===== src/rtl/wvt_pkg.sv =====
package wvt_pkg;

  localparam int WVT_MAX_WAYPOINTS = 64;
  localparam int WVT_CORDIC_STEPS  = 14;
  localparam int MUL_STEPS         = 8;

  localparam logic [1:0] ACT_LOAD = 2'd0;
  localparam logic [1:0] ACT_POSE = 2'd1;
  localparam logic [1:0] ACT_TICK = 2'd2;
  localparam logic [1:0] ACT_ARM  = 2'd3;

  localparam logic [2:0] REG_WAYPOINT_COUNT = 3'd0;
  localparam logic [2:0] REG_GAIN_XY        = 3'd1;
  localparam logic [2:0] REG_GAIN_Z         = 3'd2;
  localparam logic [2:0] REG_SPEED_LIMIT_XY = 3'd3;
  localparam logic [2:0] REG_SPEED_LIMIT_Z  = 3'd4;
  localparam logic [2:0] REG_ARRIVE_RADIUS  = 3'd5;
  localparam logic [2:0] REG_GAIN_YAW       = 3'd6;
  localparam logic [2:0] REG_YAW_RATE_LIMIT = 3'd7;

  localparam logic [6:0]  RST_WAYPOINT_COUNT = 7'd0;
  localparam logic [15:0] RST_GAIN_XY        = 16'd128;
  localparam logic [15:0] RST_GAIN_Z         = 16'd128;
  localparam logic [23:0] RST_SPEED_LIMIT_XY = 24'd65536;
  localparam logic [23:0] RST_SPEED_LIMIT_Z  = 24'd32768;
  localparam logic [23:0] RST_ARRIVE_RADIUS  = 24'd13107;
  localparam logic [15:0] RST_GAIN_YAW       = 16'd256;
  localparam logic [14:0] RST_YAW_RATE_LIMIT = 15'd4096;

  localparam logic signed [17:0] PI_Q13     = 18'sd25736;
  localparam logic signed [17:0] TWO_PI_Q13 = 18'sd51472;

  localparam logic signed [17:0] ATAN_TAB [24] = '{
    18'sd6434, 18'sd3798, 18'sd2007, 18'sd1019, 18'sd511, 18'sd256, 18'sd128, 18'sd64,
    18'sd32, 18'sd16, 18'sd8, 18'sd4, 18'sd2, 18'sd1, 18'sd0, 18'sd0,
    18'sd0, 18'sd0, 18'sd0, 18'sd0, 18'sd0, 18'sd0, 18'sd0, 18'sd0
  };

  typedef enum logic [3:0] {
    OP_NONE,
    OP_LATCH,
    OP_WRITE,
    OP_QMUL,
    OP_CINIT,
    OP_CROT,
    OP_PCOMMIT,
    OP_TREAD,
    OP_TDIFF,
    OP_TMUL,
    OP_OUT
  } op_t;

  typedef struct packed {
    op_t        op;
    logic       start_latch;
    logic       engaged;
    logic       hold_zero;
    logic [6:0] index;
    logic [6:0] target;
    logic       phase;
    logic       done;
  } cmd_t;

  typedef struct packed {
    logic       arrived;
    logic [6:0] count;
  } status_t;

endpackage


===== src/rtl/wvt_ctrl.sv =====
module wvt_ctrl #(
  parameter int MAX_WAYPOINTS = wvt_pkg::WVT_MAX_WAYPOINTS,
  parameter int CORDIC_STEPS  = wvt_pkg::WVT_CORDIC_STEPS,
  parameter int SW            = 5
) (
  input  logic              clk,
  input  logic              rst,
  input  logic              in_valid,
  output logic              in_stall,
  input  logic [1:0]        action,
  output logic              out_valid,
  input  logic              out_stall,
  input  wvt_pkg::status_t  status,
  output wvt_pkg::cmd_t     cmd,
  output logic [SW-1:0]     step
);
  import wvt_pkg::*;

  typedef enum logic [11:0] {
    S_IDLE    = 12'b000000000001,
    S_LOAD    = 12'b000000000010,
    S_QMUL    = 12'b000000000100,
    S_CINIT   = 12'b000000001000,
    S_CROT    = 12'b000000010000,
    S_PCOMMIT = 12'b000000100000,
    S_TREAD   = 12'b000001000000,
    S_TDIFF   = 12'b000010000000,
    S_TMUL    = 12'b000100000000,
    S_TDECIDE = 12'b001000000000,
    S_TZERO   = 12'b010000000000,
    S_OUT     = 12'b100000000000
  } state_t;

  state_t state, state_next;
  logic [SW-1:0] step_next;
  logic armed, armed_next, pose_seen, pose_seen_next, start_seen, start_seen_next;
  logic phase_r, phase_next, done_r, done_next;
  logic [6:0] idx, idx_next, n, nm1, t;
  logic hold;
  logic ready;

  assign n = (32'(status.count) < MAX_WAYPOINTS) ? status.count : 7'(MAX_WAYPOINTS);
  assign nm1 = n - 7'd1;
  assign t = (idx < nm1) ? idx : nm1;
  assign ready = armed && pose_seen && start_seen && (n != 7'd0);
  assign in_stall = (state != S_IDLE);
  assign out_valid = (state == S_OUT);

  always_comb begin
    state_next = state;
    step_next = step;
    armed_next = armed;
    pose_seen_next = pose_seen;
    start_seen_next = start_seen;
    phase_next = phase_r;
    done_next = done_r;
    idx_next = idx;
    hold = 1'b0;
    cmd.op = OP_NONE;
    cmd.start_latch = !start_seen;
    cmd.engaged = 1'b0;
    cmd.hold_zero = 1'b0;
    cmd.index = idx;
    cmd.target = t;
    cmd.phase = phase_r;
    cmd.done = done_r;
    case (state)
      S_IDLE: begin
        if (in_valid) begin
          cmd.op = OP_LATCH;
          step_next = '0;
          case (action)
            ACT_LOAD: state_next = S_LOAD;
            ACT_POSE: state_next = S_QMUL;
            ACT_TICK: state_next = ready ? S_TREAD : S_TZERO;
            ACT_ARM:  armed_next = 1'b1;
            default:  state_next = S_IDLE;
          endcase
        end
      end
      S_LOAD: begin
        cmd.op = OP_WRITE;
        state_next = S_IDLE;
      end
      S_QMUL: begin
        cmd.op = OP_QMUL;
        if (step == SW'(MUL_STEPS - 1)) begin
          state_next = S_CINIT;
        end else begin
          step_next = step + 1'b1;
        end
      end
      S_CINIT: begin
        cmd.op = OP_CINIT;
        step_next = '0;
        state_next = S_CROT;
      end
      S_CROT: begin
        cmd.op = OP_CROT;
        if (step == SW'(CORDIC_STEPS - 1)) begin
          state_next = S_PCOMMIT;
        end else begin
          step_next = step + 1'b1;
        end
      end
      S_PCOMMIT: begin
        cmd.op = OP_PCOMMIT;
        pose_seen_next = 1'b1;
        start_seen_next = 1'b1;
        state_next = S_IDLE;
      end
      S_TREAD: begin
        cmd.op = OP_TREAD;
        state_next = S_TDIFF;
      end
      S_TDIFF: begin
        cmd.op = OP_TDIFF;
        step_next = '0;
        state_next = S_TMUL;
      end
      S_TMUL: begin
        cmd.op = OP_TMUL;
        if (step == SW'(MUL_STEPS - 1)) begin
          state_next = S_TDECIDE;
        end else begin
          step_next = step + 1'b1;
        end
      end
      S_TDECIDE: begin
        if (!phase_r) begin
          if (status.arrived) begin
            phase_next = 1'b1;
            if (idx < nm1) begin
              idx_next = idx + 7'd1;
            end
          end
        end else if (status.arrived) begin
          if (idx < nm1) begin
            idx_next = idx + 7'd1;
            hold = 1'b1;
          end else if (!done_r) begin
            done_next = 1'b1;
            idx_next = n;
          end
        end
        cmd.op = OP_OUT;
        cmd.engaged = 1'b1;
        cmd.hold_zero = hold;
        cmd.index = idx_next;
        cmd.phase = phase_next;
        cmd.done = done_next;
        state_next = S_OUT;
      end
      S_TZERO: begin
        cmd.op = OP_OUT;
        state_next = S_OUT;
      end
      S_OUT: begin
        if (!out_stall) begin
          state_next = S_IDLE;
        end
      end
      default: state_next = S_IDLE;
    endcase
  end

  always_ff @(posedge clk) begin
    if (rst) begin
      state <= S_IDLE;
      step <= '0;
      armed <= 1'b0;
      pose_seen <= 1'b0;
      start_seen <= 1'b0;
      phase_r <= 1'b0;
      done_r <= 1'b0;
      idx <= 7'd0;
    end else begin
      state <= state_next;
      step <= step_next;
      armed <= armed_next;
      pose_seen <= pose_seen_next;
      start_seen <= start_seen_next;
      phase_r <= phase_next;
      done_r <= done_next;
      idx <= idx_next;
    end
  end

endmodule


===== config.mk =====
export PLATFORM = sky130hd
export DESIGN_NAME = wvt_ctrl
export DESIGN_NICKNAME = d
export VERILOG_FILES = /design/src/rtl/wvt_pkg.sv /design/src/rtl/wvt_ctrl.sv
export SDC_FILE = /design/constraint.sdc
export NUM_CORES = 1
export LEC_CHECK = 0
export BUFFER_PORTS_ARGS = -buffer_cell sky130_fd_sc_hd__buf_4
export CAP_MARGIN = 20
export CORE_MARGIN = 2
export CORE_UTILIZATION = 56
export DETAILED_ROUTE_END_ITERATION = 10
export HOLD_SLACK_MARGIN = 0.03
export PLACE_DENSITY = 0.81
export SKIP_CTS_REPAIR_TIMING = 1
export SYNTH_ARGS = -nofsm -noshare
export SYNTH_HDL_FRONTEND = slang
export SYNTH_SLANG_ARGS = --single-unit

===== constraint.sdc =====
create_clock -name clk -period 2.9 [get_ports clk]
set_input_delay 0.145 -clock clk [delete_from_list [all_inputs] [get_ports clk]]
set_output_delay 0.145 -clock clk [all_outputs]
set_load 0.02 [all_outputs]

==> results.txt <==
* Share of post-route cells with drive strength above 1: 0.2738
- Of the total synthesized cell area, the portion taken by XOR and XNOR cells is 0.03543.
* DRT iter0 DRCs: 141
* Number of pins exceeding their max-slew limit in the final report: 0
- After synthesis the netlist holds a flip-flop and latch count of 28.
* Type of the tightest min-delay check: in2reg
* Initial Utilization: 0.5943
- Post-synthesis instance area: 2225 um^2
- Dividing the detail-routed wire length by the instance count gives 16.33 um.
* Warnings, synthesis: 0
* Root Buffer: sky130_fd_sc_hd__clkbuf_8
- Cell-internal power: 722.0 uW
* Share of synthesized area occupied by flip-flops and latches: 0.2520
* Result of the run: finished clean
* Area of the die: 4493 um^2
- Wires add up to 6272 um.
- In this run, distinct cell masters in the synthesized netlist total 60.
* Total count of hold-check failures in the final report: 0
- For the worst setup path, the data arrival time is 2730 ps.
- Fin nets: 366
* Async set-reset flop share out of synthesis: 0
* Number of port buffers: 43
- The layout has 314 filler cells.
* Sequential fraction of design power: 0.389
- Clock-pin slew was measured on the worst setup and hold paths at 110 ps.
* Register area: 560.5 um^2
- The share of total power dissipated in the clock network is 0.292.
* First-pass GRT wire length: 9777 um
- In this run the deepest clock path goes through 2 buffers.
* Count of inserted antenna diode cells: 0
- Across the run, the number of max-cap violations was 0.
- Critical setup path kind: in2out
* Standard cell core area: 3744 um^2
- Number of remaining DRC errors: 0
- TritonCTS Sinks: 28
- Worst Setup End Kind: primary output
- Dividing the final minimum period by the clock period gives 0.9911.
- In this run the core area contains 22 standard-cell rows.
- Summing all multi-input logic gate instances after layout gives 1615 um^2.
- Synthesis produced 290 cells.
* Part of the power in combinational logic: 0.319
* Initial DRT Pass Iterations: 4
- Summed over all nets, the half-perimeter wirelength after detailed placement is 4629 um.
- Of the total power, the share spent switching nets is 0.3336.
- In this run, synthesis inferred 0 flip-flops with an integrated enable.
* TritonCTS clock tree: yes
- Routability congestion estimate: 0.9289
* Vertical die dimension: 67.03 um
- Number of global-route vias before repair: 2098
- Non-Filler Cell Area, Final: 2791 um^2
* Die width: 67.03 um
- In the routed layout, each cell is associated on average with a via count of 6.190.
- Post-place instance area: 2624 um^2
* Simple-Gate Fraction of Synth Area: 0.3358
* Reported net switching power: 361.4 uW
- Average cell area after synthesis: 7.671 um^2
- When the netlist entered floorplanning its net count stood at 319.
* GRT Residual Overflow: 0
- In this run the count of I/O pins placed on the die edge is 44.
- Entering global routing, the biggest net connects 23 pins.
- Overall Global Routing Usage: 0.2812
- Most common cell after layout, fill and taps aside: sky130_fd_sc_hd__buf_4
* Number of routed nets with antenna violations: 0
- Clk Latency, worst-skew pair: 280 ps
* Critical Path Fanout Max: 4
* H-tree Lvls: 1
* Required @ worst endpoint: 2760 ps
* Most frequent cells in the layout: sky130_fd_sc_hd__buf_4 (51), sky130_fd_sc_hd__nor2_1 (29), sky130_fd_sc_hd__dfxtp_1 (28)
- Setup violations remaining at the end of the flow were counted as 0.
- For this block, the via count after detailed routing is 2377.
- At the end of the flow the core is filled with cells to 0.7457.
- For this design the static power due to leakage is 0.001192 uW.
- Crit start category: input port
- Setup repair after global routing missed its margin: yes
- Max IR drop VDD: 0.2960 mV
- Fraction of the mapped netlist area in compound gates: 0.2103
* Number of buffers inserted during clock tree synthesis: 3
* Max Freq: 347.9 MHz
* Power Dens Cells: 388.1 nW/um^2
- Least-Margin Pin Slew: 361.7 ps
- Measured against the total synthesized area, the mux share comes to 0.03206.
- Of the total synthesized cell area, the portion taken by full adders, half adders and majority gates is 0.08436.
- Headroom to the max-slew limit came out at 0.7526.
- Among all flip-flop cells after synthesis, the most frequent one is sky130_fd_sc_hd__dfxtp_1.
- The number of antenna violations at the first check in global routing is 0.
- Between clock sinks in the finished design, the worst skew comes to 13.63 ps.
- By area, the combinational part of the netlist is dominated by simple AND/OR/NAND/NOR gates.
- Clock period minus final worst setup slack: 2874 ps
- Area added between synthesis and finish: 25.48%
## per-layer routing
metal	wire length, um	track usage	up-vias
met1	2791	0.3887	1130
met4	47	0.05357	0
li1	-	-	1162
met2	2986	0.4567	79
met5	0	0	-
met3	447	0.05068	6
## final timing paths
kind	startpoint	end	depth (start not counted)	slack (ps)
hold reg to reg	start_seen	start_seen	2	530
hold / removal	in_valid	armed	3	140
setup reg to reg	state[4]	step[3]	7	640
setup / recovery	status[4]	cmd[14]	12	30
## power by group through the flow
stage | combinational (uW) | clock (uW) | sequential [uW]
final | 346 | 316 | 421
after CTS | 334 | 316 | 420
after global placement | 329 | 0 | 427
after detailed placement | 331 | 0 | 429
after global routing | 374 | 328 | 424
after floorplan | 250 | 0 | 420
## critical path: stages
cell and delay [ps]:
sky130_fd_sc_hd__buf_6 90, sky130_fd_sc_hd__or3_4 390, sky130_fd_sc_hd__nor3_4 190, sky130_fd_sc_hd__xor2_1 80, sky130_fd_sc_hd__nor2_1 160, sky130_fd_sc_hd__ha_2 310, sky130_fd_sc_hd__o21ai_2 150, sky130_fd_sc_hd__o21bai_1 120
sky130_fd_sc_hd__or4_4 520, sky130_fd_sc_hd__or3_4 360, sky130_fd_sc_hd__nand3_2 90, sky130_fd_sc_hd__buf_6 110
## synthesized netlist by cell type (2+ instances only)
library cell,n,share of area
sky130_fd_sc_hd__nor2_1,29,0.049
sky130_fd_sc_hd__dfxtp_1,28,0.25
sky130_fd_sc_hd__a21oi_1,26,0.058
sky130_fd_sc_hd__nand2_1,17,0.029
sky130_fd_sc_hd__ha_1,15,0.084
sky130_fd_sc_hd__nand3_1,14,0.031
sky130_fd_sc_hd__inv_1,11,0.019
sky130_fd_sc_hd__nand4_1,11,0.031
sky130_fd_sc_hd__nor3_1,11,0.025
sky130_fd_sc_hd__o21ai_0,11,0.025
sky130_fd_sc_hd__clkbuf_1,9,0.015
sky130_fd_sc_hd__nand2b_1,9,0.025
sky130_fd_sc_hd__nor2b_1,9,0.025
sky130_fd_sc_hd__a31oi_1,6,0.017
sky130_fd_sc_hd__mux2i_1,6,0.027
sky130_fd_sc_hd__o211ai_1,5,0.017
sky130_fd_sc_hd__xor2_1,5,0.020
sky130_fd_sc_hd__a211oi_1,4,0.013
sky130_fd_sc_hd__nor4_1,4,0.011
sky130_fd_sc_hd__or2_2,4,0.011
sky130_fd_sc_hd__xnor2_1,4,0.016
sky130_fd_sc_hd__and3_1,3,0.0084
sky130_fd_sc_hd__o31ai_1,3,0.010
sky130_fd_sc_hd__a211o_1,2,0.0079
sky130_fd_sc_hd__and2_1,2,0.0056
sky130_fd_sc_hd__buf_2,2,0.0045
sky130_fd_sc_hd__nand4b_1,2,0.0079
sky130_fd_sc_hd__nor4_4,2,0.019
sky130_fd_sc_hd__nor4b_1,2,0.0079
sky130_fd_sc_hd__o21ai_1,2,0.0045
sky130_fd_sc_hd__o311ai_0,2,0.0079
sky130_fd_sc_hd__or3_1,2,0.0056
## metrics by stage
step / hold WS, ps / TNS, ps / worst slack [ps] / power (uW) / instances
3_3_place_gp: 420.0 / 0 / 12.79 / 756.6 / 378
5_1_grt: 157.6 / -168.0 / -96.36 / 1126 / 384
6_report: 139.4 / 0 / 25.88 / 1083 / 384
3_5_place_dp: 440.2 / -56.98 / -56.98 / 760.7 / 378
2_1_floorplan: 254.8 / 0 / 132.2 / 669.6 / 290
4_1_cts: 144.5 / -57.93 / -57.93 / 1070 / 382
## registers in the layout, indices dropped and copies added, names as in the netlist
signal	flops
idx	7
done_r	1
start_seen	1
state	12
armed	1
phase_r	1
step	5
## final cells by class
class | instances | area share
inverter | 12 | 0.01614
clock inverter | 1 | 0.01076
clock buffer | 3 | 0.01479
multi-input combinational | 236 | 0.5787
sequential | 28 | 0.2008
tap | 48 | 0.02151
timing repair buffer | 56 | 0.1573
## kinds of logic (layout without fill, tap and decap cells)
logic type,count (synthesis),count (layout)
fa+ha+maj,15,15
compound gates,73,73
buf+inv,26,72
simple gates,132,132
flops,28,28
xor+xnor,9,9
mux,7,7
No activity file was read; power rests on OpenSTA's default activity.
